$ cat src/design/ihc_pkg.sv
// Types and constants of the incubator heater controller
`timescale 1ns / 1ps

package ihc_pkg;

  // Error above which the heater runs fully on (hundredths of a degree)
  localparam logic signed [16:0] FULL_ON_ERR = 17'sd150;
  // Phase length = error * PHASE_GAIN + PHASE_BASE milliseconds
  localparam logic [11:0] PHASE_GAIN = 12'd20;
  localparam logic [11:0] PHASE_BASE = 12'd1000;
  // Half width of the zone around the setpoint that rearms the beep
  localparam logic signed [16:0] ZONE_HALF = 17'sd10;

  localparam logic [15:0] ELAPSED_MAX = 16'hFFFF;

  // Top overshoot margins
  localparam logic [8:0] MARGIN_AMT_IDLE   = 9'd500;
  localparam logic [8:0] MARGIN_AMT_FULL   = 9'd400;
  localparam logic [8:0] MARGIN_AMT_TOGGLE = 9'd130;

  // Register reset values
  localparam logic [12:0]        SETPOINT_RST   = 13'd3750;
  localparam logic signed [14:0] LIMIT_HIGH_RST = 15'sd3790;
  localparam logic signed [14:0] LIMIT_LOW_RST  = 15'sd3730;

  // Configuration register indexes
  typedef enum logic [1:0] {
    CFG_SETPOINT   = 2'd0,
    CFG_LIMIT_HIGH = 2'd1,
    CFG_LIMIT_LOW  = 2'd2
  } cfg_index_t;

  typedef enum logic [1:0] {
    MARGIN_IDLE   = 2'd0,
    MARGIN_FULL   = 2'd1,
    MARGIN_TOGGLE = 2'd2
  } margin_sel_t;

  typedef struct packed {
    logic               toggle_phase;
    logic [15:0]        elapsed_ms;
    margin_sel_t        margin;
    logic               stable;
    logic               beep_block;
  } state_t;

  typedef struct packed {
    logic signed [14:0] temp_bottom;
    logic signed [14:0] temp_top;
    logic               ack;
  } item_t;

  typedef struct packed {
    logic heater_on;
    logic beep;
    logic warning;
    logic stable_flag;
  } result_t;

  localparam state_t STATE_RST = '{
    toggle_phase: 1'b1,
    elapsed_ms:   16'd0,
    margin:       MARGIN_IDLE,
    stable:       1'b0,
    beep_block:   1'b0
  };

  function automatic logic [8:0] margin_amount(input margin_sel_t sel);
    logic [8:0] amt;
    case (sel)
      MARGIN_FULL:   amt = MARGIN_AMT_FULL;
      MARGIN_TOGGLE: amt = MARGIN_AMT_TOGGLE;
      default:       amt = MARGIN_AMT_IDLE;
    endcase
    return amt;
  endfunction

endpackage

$ cat src/design/ihc_if.sv
// Valid/ready channel interfaces for the input and result beats
`timescale 1ns / 1ps

interface ihc_in_if;
  logic               valid;
  logic               ready;
  logic signed [14:0] temp_bottom;
  logic signed [14:0] temp_top;
  logic               ack;

  modport source (output valid, temp_bottom, temp_top, ack, input ready);
  modport sink (input valid, temp_bottom, temp_top, ack, output ready);
endinterface

interface ihc_out_if;
  logic valid;
  logic ready;
  logic heater_on;
  logic beep;
  logic warning;
  logic stable_flag;

  modport source (output valid, heater_on, beep, warning, stable_flag, input ready);
  modport sink (input valid, heater_on, beep, warning, stable_flag, output ready);
endinterface

$ cat src/design/ihc_step.sv
// Per-tick control decision: heater, beep, warning and next state
`timescale 1ns / 1ps

module ihc_step (
  input  ihc_pkg::state_t     st,
  input  ihc_pkg::item_t      item,
  input  logic [12:0]         setpoint,
  input  logic signed [14:0]  limit_high,
  input  logic signed [14:0]  limit_low,
  output ihc_pkg::state_t     st_nxt,
  output ihc_pkg::result_t    res
);

  logic signed [16:0] sp_x;
  logic signed [16:0] bot_x;
  logic signed [16:0] err;
  logic signed [17:0] top_x;
  logic signed [17:0] top_lim;
  logic signed [17:0] margin_x;
  logic               e_pos;
  logic               e_full;
  logic               e_zero;
  logic               outside;
  logic               in_zone;
  logic [11:0]        phase_len;
  logic [15:0]        elapsed_inc;
  ihc_pkg::margin_sel_t margin_new;
  logic               heater;
  logic               beep;
  logic               warn;

  assign sp_x   = {4'b0000, setpoint};
  assign bot_x  = {{2{item.temp_bottom[14]}}, item.temp_bottom};
  assign err    = sp_x - bot_x;
  assign e_zero = (err == 17'sd0);
  assign e_pos  = !err[16] && !e_zero;
  assign e_full = e_pos && (err > ihc_pkg::FULL_ON_ERR);

  assign outside = (item.temp_bottom >= limit_high) || (item.temp_bottom <= limit_low);
  assign in_zone = (bot_x >= sp_x - ihc_pkg::ZONE_HALF) && (bot_x <= sp_x + ihc_pkg::ZONE_HALF);

  // Only used for errors up to the full-on threshold, so 12 bits hold it
  assign phase_len = ({4'b0000, err[7:0]} * ihc_pkg::PHASE_GAIN) + ihc_pkg::PHASE_BASE;

  assign elapsed_inc = (st.elapsed_ms != ihc_pkg::ELAPSED_MAX) ? st.elapsed_ms + 16'd1
                                                                 : st.elapsed_ms;

  always_comb begin
    if (e_full) begin
      margin_new = ihc_pkg::MARGIN_FULL;
    end else if (e_pos) begin
      margin_new = ihc_pkg::MARGIN_TOGGLE;
    end else begin
      margin_new = st.margin;
    end
  end

  // Top limit = setpoint + error + margin
  assign margin_x = {9'd0, ihc_pkg::margin_amount(margin_new)};
  assign top_lim  = {sp_x[16], sp_x} + {err[16], err} + margin_x;
  assign top_x    = {{3{item.temp_top[14]}}, item.temp_top};

  always_comb begin
    st_nxt            = st;
    st_nxt.elapsed_ms = elapsed_inc;
    heater            = 1'b0;
    beep              = 1'b0;
    warn              = 1'b0;

    if (st.stable && outside) begin
      // Blocked in the warning: hold phase and margin
      warn = 1'b1;
      if (item.ack) begin
        st_nxt.stable = 1'b0;
      end
    end else begin
      st_nxt.margin = margin_new;
      if (e_full) begin
        heater = 1'b1;
      end else if (e_pos) begin
        if (elapsed_inc >= {4'b0000, phase_len}) begin
          st_nxt.elapsed_ms   = 16'd0;
          st_nxt.toggle_phase = ~st.toggle_phase;
        end
        heater = st_nxt.toggle_phase;
      end

      if (!e_pos || (top_x > top_lim)) begin
        heater = 1'b0;
      end

      if (e_zero && !st.stable && !st.beep_block) begin
        st_nxt.stable     = 1'b1;
        st_nxt.beep_block = 1'b1;
        beep              = 1'b1;
      end
      if (in_zone) begin
        st_nxt.beep_block = 1'b0;
      end

      if (st_nxt.stable && outside) begin
        warn   = 1'b1;
        heater = 1'b0;
        if (item.ack) begin
          st_nxt.stable = 1'b0;
        end
      end
    end

    res.heater_on   = heater;
    res.beep        = beep;
    res.warning     = warn;
    res.stable_flag = st_nxt.stable;
  end

endmodule

$ cat src/design/incubator_heater_controller_core.sv
// Top level of the incubator heater controller
//
// One input beat per millisecond tick on in_bus: bottom and top temperature
// in hundredths of a degree (signed) and an acknowledge bit. Every input beat
// yields exactly one result beat on out_bus: heater drive, one-tick beep,
// warning and the stable flag.
// The input beat lands in an input register; the control decision runs
// combinationally from that register into the result register, from which
// the result is presented on out_bus. One beat per cycle is sustained while
// out_bus takes every result beat.
// When out_bus stalls, the result register holds and the input register
// fills; in_bus.ready drops only when both are occupied.
// cfg_we with cfg_index writes setpoint (0), limit_high (1) or limit_low (2);
// other indexes are ignored. Write registers only while no beat is in flight.
// Synchronous reset (rst_n low) restores the register defaults, heater phase
// on, elapsed time zero, margin 5.00, not stable, and empties both stages.
`timescale 1ns / 1ps

module incubator_heater_controller_core (
  input  logic             clk,
  input  logic             rst_n,
  ihc_in_if.sink           in_bus,
  ihc_out_if.source        out_bus,
  input  logic             cfg_we,
  input  logic [1:0]       cfg_index,
  input  logic [14:0]      cfg_data
);

  logic [12:0]        setpoint_r;
  logic signed [14:0] limit_high_r;
  logic signed [14:0] limit_low_r;

  logic               in_valid_r;
  logic               in_valid_nxt;
  ihc_pkg::item_t     item_r;
  logic               out_valid_r;
  logic               out_valid_nxt;
  ihc_pkg::result_t   res_r;
  ihc_pkg::result_t   res_nxt;
  ihc_pkg::state_t    state_r;
  ihc_pkg::state_t    state_nxt;

  logic               advance;
  logic               fire;
  logic               in_take;

  // Configuration registers
  always_ff @(posedge clk) begin
    if (!rst_n) begin
      setpoint_r   <= ihc_pkg::SETPOINT_RST;
      limit_high_r <= ihc_pkg::LIMIT_HIGH_RST;
      limit_low_r  <= ihc_pkg::LIMIT_LOW_RST;
    end else if (cfg_we) begin
      case (cfg_index)
        ihc_pkg::CFG_SETPOINT:   setpoint_r   <= cfg_data[12:0];
        ihc_pkg::CFG_LIMIT_HIGH: limit_high_r <= cfg_data;
        ihc_pkg::CFG_LIMIT_LOW:  limit_low_r  <= cfg_data;
        default: ;
      endcase
    end
  end

  // Result register frees up when empty or being taken
  assign advance       = !out_valid_r || out_bus.ready;
  assign fire          = in_valid_r && advance;
  assign in_bus.ready  = !in_valid_r || advance;
  assign in_take       = in_bus.valid && in_bus.ready;

  assign in_valid_nxt  = in_take || (in_valid_r && !advance);
  assign out_valid_nxt = fire || (out_valid_r && !out_bus.ready);

  ihc_step u_step (
    .st         (state_r),
    .item       (item_r),
    .setpoint   (setpoint_r),
    .limit_high (limit_high_r),
    .limit_low  (limit_low_r),
    .st_nxt     (state_nxt),
    .res        (res_nxt)
  );

  always_ff @(posedge clk) begin
    if (!rst_n) begin
      in_valid_r  <= 1'b0;
      out_valid_r <= 1'b0;
      state_r     <= ihc_pkg::STATE_RST;
    end else begin
      in_valid_r  <= in_valid_nxt;
      out_valid_r <= out_valid_nxt;
      if (fire) begin
        state_r <= state_nxt;
      end
    end
  end

  // Payload registers
  always_ff @(posedge clk) begin
    if (in_take) begin
      item_r.temp_bottom <= in_bus.temp_bottom;
      item_r.temp_top    <= in_bus.temp_top;
      item_r.ack         <= in_bus.ack;
    end
    if (fire) begin
      res_r <= res_nxt;
    end
  end

  assign out_bus.valid       = out_valid_r;
  assign out_bus.heater_on   = res_r.heater_on;
  assign out_bus.beep        = res_r.beep;
  assign out_bus.warning     = res_r.warning;
  assign out_bus.stable_flag = res_r.stable_flag;

endmodule

$ cat src/flat_wrapper.sv
// flat-port wrapper written by rule: the top's interface ports become plain ports
module incubator_heater_controller_core_flat 
  (clk, rst_n, cfg_we, cfg_index, cfg_data, in_bus_valid, in_bus_temp_bottom, in_bus_temp_top, in_bus_ack, in_bus_ready, out_bus_valid, out_bus_heater_on, out_bus_beep, out_bus_warning, out_bus_stable_flag, out_bus_ready);
  ihc_in_if in_bus_i ();
  ihc_out_if out_bus_i ();
  input  logic clk;
  input  logic rst_n;
  input  logic cfg_we;
  input  logic [1:0] cfg_index;
  input  logic [14:0] cfg_data;
  input wire logic [$bits(in_bus_i.valid)-1:0] in_bus_valid;
  input wire logic [$bits(in_bus_i.temp_bottom)-1:0] in_bus_temp_bottom;
  input wire logic [$bits(in_bus_i.temp_top)-1:0] in_bus_temp_top;
  input wire logic [$bits(in_bus_i.ack)-1:0] in_bus_ack;
  output wire logic [$bits(in_bus_i.ready)-1:0] in_bus_ready;
  output wire logic [$bits(out_bus_i.valid)-1:0] out_bus_valid;
  output wire logic [$bits(out_bus_i.heater_on)-1:0] out_bus_heater_on;
  output wire logic [$bits(out_bus_i.beep)-1:0] out_bus_beep;
  output wire logic [$bits(out_bus_i.warning)-1:0] out_bus_warning;
  output wire logic [$bits(out_bus_i.stable_flag)-1:0] out_bus_stable_flag;
  input wire logic [$bits(out_bus_i.ready)-1:0] out_bus_ready;
  assign in_bus_i.valid = in_bus_valid;
  assign in_bus_i.temp_bottom = in_bus_temp_bottom;
  assign in_bus_i.temp_top = in_bus_temp_top;
  assign in_bus_i.ack = in_bus_ack;
  assign in_bus_ready = in_bus_i.ready;
  assign out_bus_valid = out_bus_i.valid;
  assign out_bus_heater_on = out_bus_i.heater_on;
  assign out_bus_beep = out_bus_i.beep;
  assign out_bus_warning = out_bus_i.warning;
  assign out_bus_stable_flag = out_bus_i.stable_flag;
  assign out_bus_i.ready = out_bus_ready;
  incubator_heater_controller_core u_core (.clk(clk), .rst_n(rst_n), .in_bus(in_bus_i), .out_bus(out_bus_i), .cfg_we(cfg_we), .cfg_index(cfg_index), .cfg_data(cfg_data));
endmodule
$ cat config.mk
export PLATFORM = sky130hd
export DESIGN_NAME = incubator_heater_controller_core_flat
export DESIGN_NICKNAME = d
export VERILOG_FILES = /design/src/design/ihc_pkg.sv /design/src/design/ihc_if.sv /design/src/design/ihc_step.sv /design/src/design/incubator_heater_controller_core.sv /design/src/flat_wrapper.sv
export SDC_FILE = /design/constraint.sdc
export NUM_CORES = 1
export LEC_CHECK = 0
export ABC_AREA = 1
export BUFFER_PORTS_ARGS = -buffer_cell sky130_fd_sc_hd__buf_2
export CAP_MARGIN = 20
export CORE_MARGIN = 2
export CORE_UTILIZATION = 57
export CTS_CLUSTER_DIAMETER = 40
export DETAILED_ROUTE_END_ITERATION = 8
export GPL_ROUTABILITY_DRIVEN = 0
export PLACE_DENSITY_LB_ADDON = 0.3
export SETUP_SLACK_MARGIN = 0.5
export SYNTH_ARGS = -nofsm -noshare
export SYNTH_HDL_FRONTEND = slang
export SYNTH_SLANG_ARGS = --single-unit
export TNS_END_PERCENT = 1
$ cat constraint.sdc
create_clock -name clk -period 5.3 [get_ports clk]
set_input_delay 0.265 -clock clk [delete_from_list [all_inputs] [get_ports clk]]
set_output_delay 0.265 -clock clk [all_outputs]
set_load 0.05 [all_outputs]
# Word-level counts from Yosys, hierarchy flattened
# Cells that the tools add are included.
[totals]
elab_cells = 95
register_bits = 101
out_inout_bits = 6
in_bits = 53
[classes]
n_reduce_logical = 36
addsub = 7
n_mul = 1
eq_ne = 5
n_lt_le_gt_ge = 7
bitwise = 3
muxes = 19
[op_table]
columns = ["operator", "count"]
rows = [
  ["two-way mux 16 bit", 3],
  ["less-or-equal comparator 15 bit", 2],
  ["adder 18 x 9 -> 18 bit", 1],
  ["greater-than comparator 15 x 18 -> 1 bit", 1],
  ["two-way mux 18 bit", 1],
  ["case mux 9 bit (2 select lines)", 1],
  ["adder 14 x 16 -> 17 bit", 1],
  ["logical NOT 17 bit", 1],
  ["two-way mux 17 bit", 1],
  ["adder 16 x 1 -> 16 bit (second input constant)", 1],
  [">= comparator 16 x 12 -> 1 bit", 1],
  ["greater-than comparator 16 x 9 -> 1 bit (second input constant)", 1],
  ["inequality test 16 bit (second input constant)", 1],
  ["subtractor 14 x 15 -> 16 bit", 1],
  [">= comparator 15 x 14 -> 1 bit", 1],
  [">= comparator 15 bit", 1],
  ["adder 13 x 4 -> 14 bit (second input constant)", 1],
  ["subtractor 13 x 4 -> 14 bit (second input constant)", 1],
  ["adder 12 x 10 -> 12 bit (second input constant)", 1],
  ["logical AND 1 bit", 11],
  ["multiplier 8 x 3 -> 10 bit (second input constant)", 1],
  ["logical NOT 1 bit", 9],
  ["two-way mux 1 bit", 9],
  ["two-way mux 2 bit", 4],
  ["10 further kinds", 22],
]

# Depth between registers and ports, before layout
[depth]
word_depth = 12
depth_mapped = 44

# Hierarchy
# Synthesis repeated with hierarchy kept, for this count alone.
[hier_totals]
cells_unflattened = 1409
area_unflattened_um2 = 9766.9
[by_module_without_submodules]
columns = ["module", "area_each_um2", "seq_area_each_um2", "cells_each", "instances"]
rows = [
  ["ihc_step", 6009.5, 0.0, 986, 1],
  ["incubator_heater_controller_core", 3757.4, 2372.3, 423, 1],
]

# Worst setup path after synthesis
# Ideal clock, no wire load.
[synth_path]
kind = "register -> register"
startpoint = "register u_core.item_r[16] (netlist name)"
endpoint = "register u_core.res_r, in the netlist u_core.out_bus.heater_on, data pin"
n_path_buf = 0
setup_time_ns = 0.262
required_time_ns = 5.038
period_less_slack_ns = 5.103
slack_ns = 0.197
t_arrival_ns = 4.841
stages_incl_launch_ff = 40
path_cell_list = "edfxtp_1 ha_1 fa_1 inv_1 nand3_1 nand2_2 nand2_1 nand3_1 nand2_1 nor2_1 nand3_1 nand2_1 inv_1 nand3_1 nand3_1 nand2_1 o21ai_0 ha_1 [... 4 more ...] nand2_1 nor2_1 o21bai_2 nand2_1 nor2_2 nand3_1 nand2_1 ha_1 nand2_1 inv_1 nand3_1 nor2_1 o211ai_1 nand3_1 a21boi_0 o21ai_0 nand3_1 a21oi_1"
[synth_via]
elab_chain_cells = 12
word_cells_on_any_way = 33
cone_classes = "add/sub (4); mul (1); order compare (5); eq/ne (2); mux (8); reduce/logical (13)"
[synth_rtl]
columns = ["item", "line", "text"]
rows = [
  ["from (decl)", "incubator_heater_controller_core.sv:35", "ihc_pkg::item_t item_r;"],
  ["parallel branches: the longest is 12 deep, another holds subtractor 14 x 15 -> 16 bit", "--", ""],
  ["to (signal assigned)", "incubator_heater_controller_core.sv:104", "res_r <= res_nxt;"],
  ["to (decl)", "incubator_heater_controller_core.sv:38", "ihc_pkg::result_t res_r;"],
]
# Several ways; the timed one is not identified. The select of a mux whose other input is x is not followed.
# A chain may end at the register's enable or synchronous reset.

# Worst setup path after layout
[layout_path]
startpoint = "register u_core.item_r[21] (netlist name)"
endpoint = "register u_core.res_r, in the netlist u_core.out_bus.heater_on, data pin"
# Same word-level chain as after synthesis.

==> impl_metrics.env <==
export IMPL_dr_pass1_iters=5
export IMPL_place_inst=1563
export IMPL_fillers=1277
export IMPL_worst_path_most_repeated_cell="nand2_1"
export IMPL_setup_viol=1
export IMPL_core_area_sq_um=15700
export IMPL_via_per_inst=5.50
export IMPL_highest_layer="met4"
export IMPL_slowest_stage="ha_1"
export IMPL_die_x_microns=130
export IMPL_grt_usage_pct=28.1
export IMPL_wl_microns=24400
export IMPL_synth_nets=1460
export IMPL_nets=1580
export IMPL_end_kind="flop"
export IMPL_post_route_period_util_pct=101
export IMPL_dieArea_sq_um=17000
export IMPL_antenna_left=0
export IMPL_hpwl_microns=18200
export IMPL_final_setup_tns_ns=-0.0483
export IMPL_status="finished, violations left"
export IMPL_tightest_slew_ns=0.993
export IMPL_drc=0
export IMPL_die_y_microns=130
export IMPL_ys_seq_elements=101
export IMPL_power_density_nw_per_um2=306
export IMPL_wl_met2_microns=11800
export IMPL_cts_hold_buf=0
export IMPL_row_count=46
export IMPL_clk_pin_slew_ns=0.08
export IMPL_hold_viol_final=0
export IMPL_grt_pass1_wl_microns=37800
export IMPL_slew_headroom_pct=33.6
export IMPL_slew_violations=0
export IMPL_initial_core_util_pct=57.8
export IMPL_synth_edff_count=35
export IMPL_grt_max_degree=49
export IMPL_drt_iter0_drc=470
export IMPL_regArea_sq_um=2370
export IMPL_required_ns=5.42
export IMPL_fin_skew_ns=0.00944
export IMPL_max_freq_mhz=187
export IMPL_synth_avg_cell_area_sq_um=7.15
export IMPL_wl_met3_microns=1330
export IMPL_clk_path_buf_depth=2
export IMPL_netlist_instances=1270
export IMPL_first_global_vias=8214
export IMPL_cp_start_kind="flop"
export IMPL_wl_met1_microns=10300
export IMPL_ctsHtreeMaxLevel=3
export IMPL_drv_cap=0
export IMPL_crit_path_max_incr_delay_ns=0.39
export IMPL_clk_latency_ns=0.36
export IMPL_ys_types=49
export IMPL_cts_buffers=9
export IMPL_critPathKind="flop to flop"
export IMPL_vdd_ir_drop_max_mv=0.188
export IMPL_fin_cells=1611
export IMPL_cts_sinks=101
export IMPL_period_minus_slack_ns=5.35
export IMPL_worst_ep_arrival_time_ns=5.46
export IMPL_finalWorstSetupSlack_ns=-0.0483
export IMPL_grt_ovfl_total=0
export IMPL_synth_ff_type="dfxtp_1"
export IMPL_netlist_area_sq_um=9080
export IMPL_ioPinCount=59
export IMPL_crit_fanout=5
export IMPL_antenna_found_initial=0
export IMPL_multiInputGateArea_sq_um=6380
export IMPL_leakagePower_nw=5.26
export IMPL_routedWlPerCell_microns=15.1
export IMPL_synthArstFlopShare_pct=0
export IMPL_rsz0062_at_grt="yes"
export IMPL_min_path_type="input pin to flop"
export IMPL_cts_tree="built"
export IMPL_ys_seq_area_share_pct=26.1
export IMPL_io_buffers=58
export IMPL_area_growth_pct=19.5
export IMPL_yosysWarnings=0
export IMPL_antenna_cells=0
export IMPL_vias=8862
export IMPL_fin_total_pwr_w=0.00332
export IMPL_cts_root_buf="clkbuf_16"
export IMPL_drive_gt1_share_pct=19.8
export IMPL_violations="negative setup slack"
-- worst paths after layout --
kind              cells after the start  slack, ns                   start                  endpoint
hold reg to reg                       2       0.46  u_core.limit_low_r[12]    u_core.limit_low_r[12]
hold / removal                        1       0.07  in_bus_temp_bottom[11]         u_core.item_r[27]
setup / recovery                     41      -0.05       u_core.item_r[21]  u_core.out_bus.heater_on
setup reg to reg                     41      -0.05       u_core.item_r[21]  u_core.out_bus.heater_on
-- Yosys cell counts, types with 2 or more instances --
library cell    n  area [sq um]
ha_1          133          1660
nand4_1        25           156
o21ai_1         2          10.0
nand3_2         6          60.1
o211ai_1       23           173
a21boi_0        2          15.0
nor3_1         16          80.1
nor3_2          2          20.0
xnor2_1        18           158
nor2_2         10          62.6
a31oi_1         3          18.8
nand3_1        66           330
and2_1          3          18.8
edfxtp_1       35          1050
o21ai_0        54           270
nor4_1          5          31.3
o21bai_1        3          22.5
a21oi_2         2          17.5
clkinv_1        3          11.3
or2_2           2          12.5
inv_1         185           694
fa_1            4          80.1
dfxtp_1        66          1320
nand2_1       297          1110
a21oi_1       109           546
a211oi_1        2          15.0
nand3b_1       10          75.1
clkbuf_1       18          67.6
xor2_1         48           420
nand2_2         9          56.3
inv_2           5          18.8
nor2_1         87           327
-- metal layers --
metal	track usage (%)	up-vias
li1	-	4456
met3	5.00	72
met2	49.7	286
met5	0	-
met4	13.1	0
met1	33.1	4048
-- critical path, delay by kind of cell (launching register included) --
kind / cells / cell delay [ns]
AO/OA/AOI/OAI: 7 / 0.56
XOR/XNOR: 1 / 0.16
AND/OR/NAND/NOR: 25 / 2.54
buffers and inverters: 4 / 0.23
flip-flops: 1 / 0.36
adder cells (fa/ha/maj): 4 / 1.22
-- final cells by class --
class / count / share of cell area [%]
multi-input combinational: 956 / 58.8
clock inverter: 6 / 0.472
timing repair buffer: 129 / 7.58
tap: 216 / 2.49
sequential: 101 / 21.9
clock buffer: 10 / 2.11
inverter: 193 / 6.72
-- layout by cell type, fill, tap and decap left out, drive strengths merged, types with 3 or more instances in the layout --
cell type,count
a21boi,3
nand2,306
o21ai,56
fa,4
buf,129
inv,195
a31oi,3
and2,4
nor4,5
o21bai,4
nor2,97
nand3,73
clkbuf,10
xnor2,18
clkinv,4
nor3,19
o211ai,23
nand4,25
dfxtp,66
a21oi,111
nand3b,10
edfxtp,35
xor2,48
ha,133
-- flip-flops by register name, indices dropped and copies added, names as in the netlist --
signal	cells
u_core.item_r	31
u_core.out_bus.heater_on	1
u_core.out_bus.warning	1
u_core.limit_low_r	15
u_core.setpoint_r	13
u_core.out_bus.beep	1
u_core.state_r	21
u_core.out_bus.stable_flag	1
u_core.in_valid_r	1
u_core.out_bus.valid	1
u_core.limit_high_r	15
-- what timing repair did --
action                     4_1_cts  5_1_grt
setup endpoints to repair       17       18
resized for setup               39       60
pin swaps                       34       39
gates cloned                     0        0
setup buffers                   25        7
-- cell families (layout without fill, tap and decap cells) --
group                    after synthesis  in the layout  synth area share, %
buffers and inverters                213            338                 9.01
flip-flops                           101            101                 26.1
AO/OA/AOI/OAI                        211            211                 13.0
adder cells (fa/ha/maj)              137            137                 19.2
AND/OR/NAND/NOR                      542            542                 26.3
XOR/XNOR                              66             66                 6.36
-- through the flow --
step / hold slack (ns) / setup slack [ns] / instance area, sq um / util [%]
2_1_floorplan: 0.364 / 0.455 / 9160 / -
6_report: 0.0725 / -0.0483 / 10900 / 69.1
3_3_place_gp: 0.442 / 0.0702 / 9920 / 63.2
5_1_grt: 0.0656 / -0.283 / 10900 / 69.1
3_5_place_dp: 0.443 / -0.118 / 9920 / 63.2
4_1_cts: 0.0627 / 0.179 / 10500 / 67.1
-- report_power, final --
group	internal (W)	switching, W
Clock	0.000329	0.000320
Sequential	0.000840	0.0000214
Combinational	0.000770	0.00104
(Power assumes the default switching activity.)
